$ cat src/sv/lgm_pkg.sv
package lgm_pkg;

  localparam int MAX_CORNERS = 8;
  localparam int SPACE_DIM   = 3;
  localparam int REF_FRAC    = 16;
  localparam int IDX_W       = 3;
  localparam int CLS_W       = 3;

  localparam logic [REF_FRAC:0] REF_ONE = 17'd65536;

  localparam int DIV_STAGES  = 19;
  localparam int LANE_STAGES = 6;
  localparam int LOAD_STAGE  = DIV_STAGES;
  localparam int NUM_STAGES  = 1 + DIV_STAGES + LANE_STAGES;

  localparam logic [CLS_W-1:0] CLS_VERTEX   = 3'd0;
  localparam logic [CLS_W-1:0] CLS_LINE     = 3'd1;
  localparam logic [CLS_W-1:0] CLS_QUAD     = 3'd2;
  localparam logic [CLS_W-1:0] CLS_TRIANGLE = 3'd3;
  localparam logic [CLS_W-1:0] CLS_HEX      = 3'd4;
  localparam logic [CLS_W-1:0] CLS_TET      = 3'd5;
  localparam logic [CLS_W-1:0] CLS_PRISM    = 3'd6;
  localparam logic [CLS_W-1:0] CLS_PYRAMID  = 3'd7;

  localparam logic CMD_LOAD = 1'b0;
  localparam logic CMD_EVAL = 1'b1;

  typedef logic [REF_FRAC:0] ref_t;
  typedef logic signed [31:0] coord_t;
  typedef logic signed [49:0] prod_t;

  typedef struct packed {
    logic             eval;
    logic             last;
    logic [IDX_W-1:0] idx;
    coord_t           cx;
    coord_t           cy;
    coord_t           cz;
    ref_t             u;
    ref_t             v;
    ref_t             w;
  } item_t;

  function automatic ref_t clamp_ref(input ref_t r);
    return (r > REF_ONE) ? REF_ONE : r;
  endfunction

  function automatic prod_t blend_mul(input coord_t a, input coord_t b, input ref_t t);
    logic signed [32:0] d;
    logic signed [50:0] p;
    d = 33'(b) - 33'(a);
    p = 51'(d) * 51'($signed({1'b0, t}));
    return p[49:0];
  endfunction

  function automatic coord_t round_add(input coord_t a, input prod_t p);
    logic signed [49:0] s;
    logic signed [33:0] r;
    s = p + 50'sd32768;
    r = 34'(a) + $signed(s[49:16]);
    return r[31:0];
  endfunction

  function automatic coord_t sat32(input logic signed [35:0] x);
    coord_t r;
    if (x > 36'sd2147483647) begin
      r = 32'sh7fffffff;
    end else if (x < -36'sd2147483648) begin
      r = 32'sh80000000;
    end else begin
      r = x[31:0];
    end
    return r;
  endfunction

endpackage

$ cat src/sv/lgm_proj.sv
module lgm_proj (
  input  logic                              clk,
  input  logic [lgm_pkg::DIV_STAGES-1:0]    en,
  input  lgm_pkg::item_t                    item_in,
  output lgm_pkg::item_t                    item_out,
  output lgm_pkg::ref_t                     base_u,
  output lgm_pkg::ref_t                     base_v
);

  localparam int QBITS = lgm_pkg::REF_FRAC + 1;

  typedef struct packed {
    lgm_pkg::item_t it;
    lgm_pkg::ref_t  den;
    logic [32:0]    ru;
    logic [32:0]    rv;
    logic [QBITS-1:0] qu;
    logic [QBITS-1:0] qv;
    logic           ovu;
    logic           ovv;
  } div_t;

  div_t st [QBITS+1];
  div_t prep;

  always_comb begin
    logic [32:0] nu;
    logic [32:0] nv;
    lgm_pkg::ref_t den;
    den = lgm_pkg::REF_ONE - item_in.w;
    nu = {lgm_pkg::REF_ONE - item_in.u, 16'b0} + {17'b0, den[16:1]};
    nv = {lgm_pkg::REF_ONE - item_in.v, 16'b0} + {17'b0, den[16:1]};
    prep.it  = item_in;
    prep.den = den;
    prep.ru  = nu;
    prep.rv  = nv;
    prep.qu  = '0;
    prep.qv  = '0;
    prep.ovu = {1'b0, nu} >= {den, 17'b0};
    prep.ovv = {1'b0, nv} >= {den, 17'b0};
  end

  always_ff @(posedge clk) begin
    if (en[0]) begin
      st[0] <= prep;
    end
  end

  for (genvar i = 1; i <= QBITS; i++) begin : g_bit
    div_t nxt;
    always_comb begin
      logic [32:0] du;
      logic [32:0] dv;
      du = {16'b0, st[i-1].den} << (QBITS - i);
      dv = {16'b0, st[i-1].den} << (QBITS - i);
      nxt = st[i-1];
      if (st[i-1].ru >= du) begin
        nxt.ru = st[i-1].ru - du;
        nxt.qu[QBITS-i] = 1'b1;
      end
      if (st[i-1].rv >= dv) begin
        nxt.rv = st[i-1].rv - dv;
        nxt.qv[QBITS-i] = 1'b1;
      end
    end
    always_ff @(posedge clk) begin
      if (en[i]) begin
        st[i] <= nxt;
      end
    end
  end

  always_ff @(posedge clk) begin
    if (en[QBITS+1]) begin
      item_out <= st[QBITS].it;
      base_u <= lgm_pkg::REF_ONE -
                ((st[QBITS].ovu || st[QBITS].qu > lgm_pkg::REF_ONE) ?
                 lgm_pkg::REF_ONE : st[QBITS].qu);
      base_v <= lgm_pkg::REF_ONE -
                ((st[QBITS].ovv || st[QBITS].qv > lgm_pkg::REF_ONE) ?
                 lgm_pkg::REF_ONE : st[QBITS].qv);
    end
  end

endmodule

$ cat config.mk
export PLATFORM = sky130hd
export DESIGN_NAME = lgm_proj
export DESIGN_NICKNAME = d
export VERILOG_FILES = /design/src/sv/lgm_pkg.sv /design/src/sv/lgm_proj.sv
export SDC_FILE = /design/constraint.sdc
export NUM_CORES = 2
export LEC_CHECK = 0
export BUFFER_PORTS_ARGS = -buffer_cell sky130_fd_sc_hd__buf_4
export CAP_MARGIN = 30
export CELL_PAD_IN_SITES_DETAIL_PLACEMENT = 1
export CELL_PAD_IN_SITES_GLOBAL_PLACEMENT = 2
export CORE_MARGIN = 2
export CORE_UTILIZATION = 43
export DETAILED_ROUTE_END_ITERATION = 8
export HOLD_SLACK_MARGIN = 0.03
export PLACE_DENSITY = 0.77
export SLEW_MARGIN = 25
export SYNTH_ARGS = -nofsm -noshare
export SYNTH_HDL_FRONTEND = slang
export SYNTH_MEMORY_MAX_BITS = 65536
export SYNTH_SLANG_ARGS = --single-unit
$ cat constraint.sdc
create_clock -name clk -period 4.2 [get_ports clk]
set_clock_uncertainty 0.1 [all_clocks]
set_input_delay 0.84 -clock clk [delete_from_list [all_inputs] [get_ports clk]]
set_output_delay 0.84 -clock clk [all_outputs]
set_load 0.1 [all_outputs]
==> impl_results.md <==
* Status: finished, final reports clean
* Via count of the first global-routing pass at 95331
* Number of nets with antenna violations after detailed routing at 0
* Mean number of vias per cell at 5.21
* CTS H-Tree Depth at 5
* Critical-path top delay cell: sky130_fd_sc_hd__a2111oi_0
* Number of flops mapped to enable cells by yosys at 4352
* Reg-to-Reg End: base_v[14]
* Setup crit end kind: flop
* Capture endpoint of the worst hold path: st[0][136]
* Die Height at 634 um
* CP delay by family, top: simple AND/OR/NAND/NOR gates
* Startpoint of the worst setup timing path: item_in[8]
* Number of distinct library cell variants in the gate-level netlist after synthesis at 94
* P&R area growth vs syn at 16.3%
* Total of fill cells in the finished design at 37504
* Horizontal die dimension at 634 um
* Final net count at 12315
* CP Buf/Inv Count at 5
* Clock tree from TritonCTS: built
* Launch point of the worst hold path: item_in[17]
* CP Data Required Time at 4.81 ns
* Number of cells on the worst reg-to-reg path at 12
* Ranking of synthesized cells by instance count: sky130_fd_sc_hd__edfxtp_1 (4352), sky130_fd_sc_hd__ha_1 (597), sky130_fd_sc_hd__a21oi_1 (582)
* Number of CTS-inserted buffers at 438
* Setup slack at placement at -0.222 ns
* Delay contributed by the slowest stage of the critical path at 0.59 ns
* Worst Setup Path Type: in2reg
* Largest area contributor in the synthesized netlist: sky130_fd_sc_hd__edfxtp_1
* MaxCap Viol Count at 0
* Endpoint arrival time on the critical path at 4.73 ns
* Wire length reported by the detailed router at 426000 um
* Clock sink total at 4352
* Synthesized Nets at 11180
* Share of layout cells above drive strength 1 at 0.126
* Achievable frequency at 242 MHz
* Post-synthesis instance total at 10379
* Area of the core at 395000 sq um
* Number of placed I/O pins at 358
* Cell Pwr Density at 618 nW/um^2
* Remaining routing DRC violations at 0
* Half-perimeter wire length after detailed placement at 304000 um
* Number of rows in the core area at 231
* Startpoint of the lowest-slack register-to-register path: st[17][4]
* Initial core utilization at 0.431
* Final worst slack at 0.0729 ns
* Count of endpoints failing hold in the final timing report at 0
* Ranking of synthesized cells by area: sky130_fd_sc_hd__edfxtp_1 (77%), sky130_fd_sc_hd__ha_1 (4.4%), sky130_fd_sc_hd__xor2_1 (1.8%)
* Minimum setup slack among reg-to-reg paths at 0.27 ns
* Maximum number of pins on one net before global-route repair at 102
* Transition at the pin with the smallest max-transition slack at 0.990 ns
* Global-route wire length before repair at 620000 um
* Setup-violating endpoint count in the final report at 0
* GP Congestion at 0.905
* Routed WL per cell at 24.9 um
* Worst-case vdd ir drop at 438 uV
* Class of the worst hold path: in2reg
* Share of async-settable or async-resettable flops after synthesis at 0
* Finished Layout Cells at 17136
* Overall global routing resource usage at 0.209
* Number of storage elements in the synthesis netlist at 4352
* Port Buf Inserts at 357
* Clock period minus worst slack at 4.13 ns
* Count of final max-slew check failures at 0
* Max FO, Critical Path at 2
* Floorplan die area at 402000 sq um
* Post-route clock period utilization at 0.983
* Post-route cell area at 198000 sq um
* Area fraction of the dominant cell type after synthesis at 0.767
* Crit start category: primary input
* Clock latency on the worst-skew pair at 1.01 ns
* Number of DRC markers after the initial detailed-route iteration at 5174
* Mean instance size in the synthesized netlist at 16.4 sq um
* Max Buffers Root-to-Sink at 4
* Final Hold Slack at 0.128 ns
* Synthesis warning total at 0
* Number of antenna violations at the first check in global routing at 14
* Congestion Overflow GR at 0
* Cell Area, Placed at 183000 sq um
* Cell seen most often among critical-path stages: sky130_fd_sc_hd__buf_4
* Cell with the most instances after synthesis: sky130_fd_sc_hd__edfxtp_1
* Leading register cell type out of synthesis: sky130_fd_sc_hd__edfxtp_1
* Cell area after synthesis at 170000 sq um
* Total number of vias at 89238
* Number of detailed-routing iterations run before antenna repair at 5
* Number of cells on the worst hold path at 2
* Fraction of the yosys area taken by sequential cells at 0.767
* Slew Limit Headroom at 0.335
* Number of cells after detailed placement at 16173
* Clock Tree Root: sky130_fd_sc_hd__clkbuf_16
* Count of cell instances traversed by the critical path at 16
* RSZ-0062 raised after global routing: no
* Series of cell instances along the critical path: dlygate4sd3_1, buf_4, or4_1, nor3_1, nand3_1, nor3_1, buf_4, buf_4, xor2_1, ha_1, a21oi_1, nor2b_1, a2111oi_0, buf_4, a211o_1, a31oi_1
* Post-CTS clock slew at the launch and capture registers of the worst setup and hold paths at 0.06 ns
* Reported leakage power at 71.3 nW
==> worst reg2reg max path, delay by kind of cell (launching register included) <==
| kind | cells | cell delay (ns) |
|---|---|---|
| AOI/OAI and AO/OA | 3 | 0.62 |
| adders and majority gates | 1 | 0.36 |
| DFF | 1 | 0.46 |
| and+or+nand+nor | 8 | 2.16 |
==> flip-flops by register name (all words and copies together), names as in the netlist <==
name and flops:
base_u 17, base_v 17, item_out 152, st 4166
==> what timing repair did <==
item	in CTS	in global routing
setup buffers	0	0
setup endpoints to repair	1	5
hold buffers	142	0
resized for setup	1	3
hold endpoints to repair	142	0
gates cloned	0	0
==> area by class of cell <==
class                   instances  area, sq um  share of cell area
flip-flops and latches       4352       131000               0.659
multi-input cells            5451        37700               0.190
clock buffers                 524        11300              0.0572
repair buffers                817         7380              0.0372
well taps                    5242         6560              0.0331
clock inverters               290         2850              0.0144
inverters                     454         1700             0.00860
diodes                          6         15.0           0.0000757
==> routing by layer <==
metal	vias up	wire, um	global-route usage
li1	42065	-	-
met4	0	17000	0.0780
met2	1656	221000	0.383
met5	-	0	0
met3	632	14200	0.0253
met1	44885	174000	0.249
==> placed cells by master (no fill, tap or decap), types with 30 or more instances in the layout <==
cell type                          n
sky130_fd_sc_hd__inv_1           453
sky130_fd_sc_hd__mux2_2          106
sky130_fd_sc_hd__o211ai_1         38
sky130_fd_sc_hd__clkinv_2         78
sky130_fd_sc_hd__xor2_1          348
sky130_fd_sc_hd__o21a_1           88
sky130_fd_sc_hd__and3_1           41
sky130_fd_sc_hd__or4_1            41
sky130_fd_sc_hd__or2_2            34
sky130_fd_sc_hd__a21oi_1         578
sky130_fd_sc_hd__o21bai_1         41
sky130_fd_sc_hd__nand2_1         571
sky130_fd_sc_hd__nor2_1          558
sky130_fd_sc_hd__ha_1            596
sky130_fd_sc_hd__a21o_1          204
sky130_fd_sc_hd__clkinv_1        103
sky130_fd_sc_hd__buf_4           595
sky130_fd_sc_hd__a211oi_1         45
sky130_fd_sc_hd__bufinv_16        42
sky130_fd_sc_hd__nand2b_1        134
sky130_fd_sc_hd__xnor2_1         345
sky130_fd_sc_hd__clkbuf_16       441
sky130_fd_sc_hd__a31oi_1          41
sky130_fd_sc_hd__buf_12           60
sky130_fd_sc_hd__nand4_1          98
sky130_fd_sc_hd__nor4_1          116
sky130_fd_sc_hd__dlygate4sd3_1   142
sky130_fd_sc_hd__o21ai_0         487
sky130_fd_sc_hd__clkbuf_1         83
sky130_fd_sc_hd__nor3_1          174
sky130_fd_sc_hd__edfxtp_1       4352
sky130_fd_sc_hd__nor2b_1          95
sky130_fd_sc_hd__and2_1           30
sky130_fd_sc_hd__or3_1            72
sky130_fd_sc_hd__o31ai_1          55
sky130_fd_sc_hd__nand3_1         126
sky130_fd_sc_hd__fa_1             32
==> stage by stage <==
| step | total power, mW | setup TNS [ns] | utilization |
|---|---|---|---|
| finish | 122 | 0 | 0.501 |
| global placement | 83.9 | -0.652 | 0.462 |
| detailed placement | 84.7 | -0.438 | 0.462 |
| global route | 128 | 0 | 0.501 |
| floorplan | 75.2 | 0 | - |
| CTS | 124 | 0 | 0.501 |
==> power by group <==
part	total (mW)	internal (mW)	switching (mW)
Clock	38.6	21.9	16.6
Combinational	25.6	10.5	15.1
Sequential	58.3	54.9	3.42
==> worst max path at each step <==
stage,endpoint,slack (ns)
floorplan,st[0][0],0.17
global placement,st[0][1],-0.37
detailed placement,st[0][1],-0.22
CTS,base_v[14],0.15
global route,st[0][1],0.02
finish,st[0][1],0.07
==> logic make-up after synthesis <==
logic type | Yosys count | share of synthesized area
xor+xnor | 693 | 0.0356
simple gates | 2202 | 0.0639
fa+ha+maj | 629 | 0.0476
compound gates | 1802 | 0.0653
mux | 125 | 0.00815
buf+inv | 576 | 0.0128
flops | 4352 | 0.767
Power figures use the tool's default switching activity.
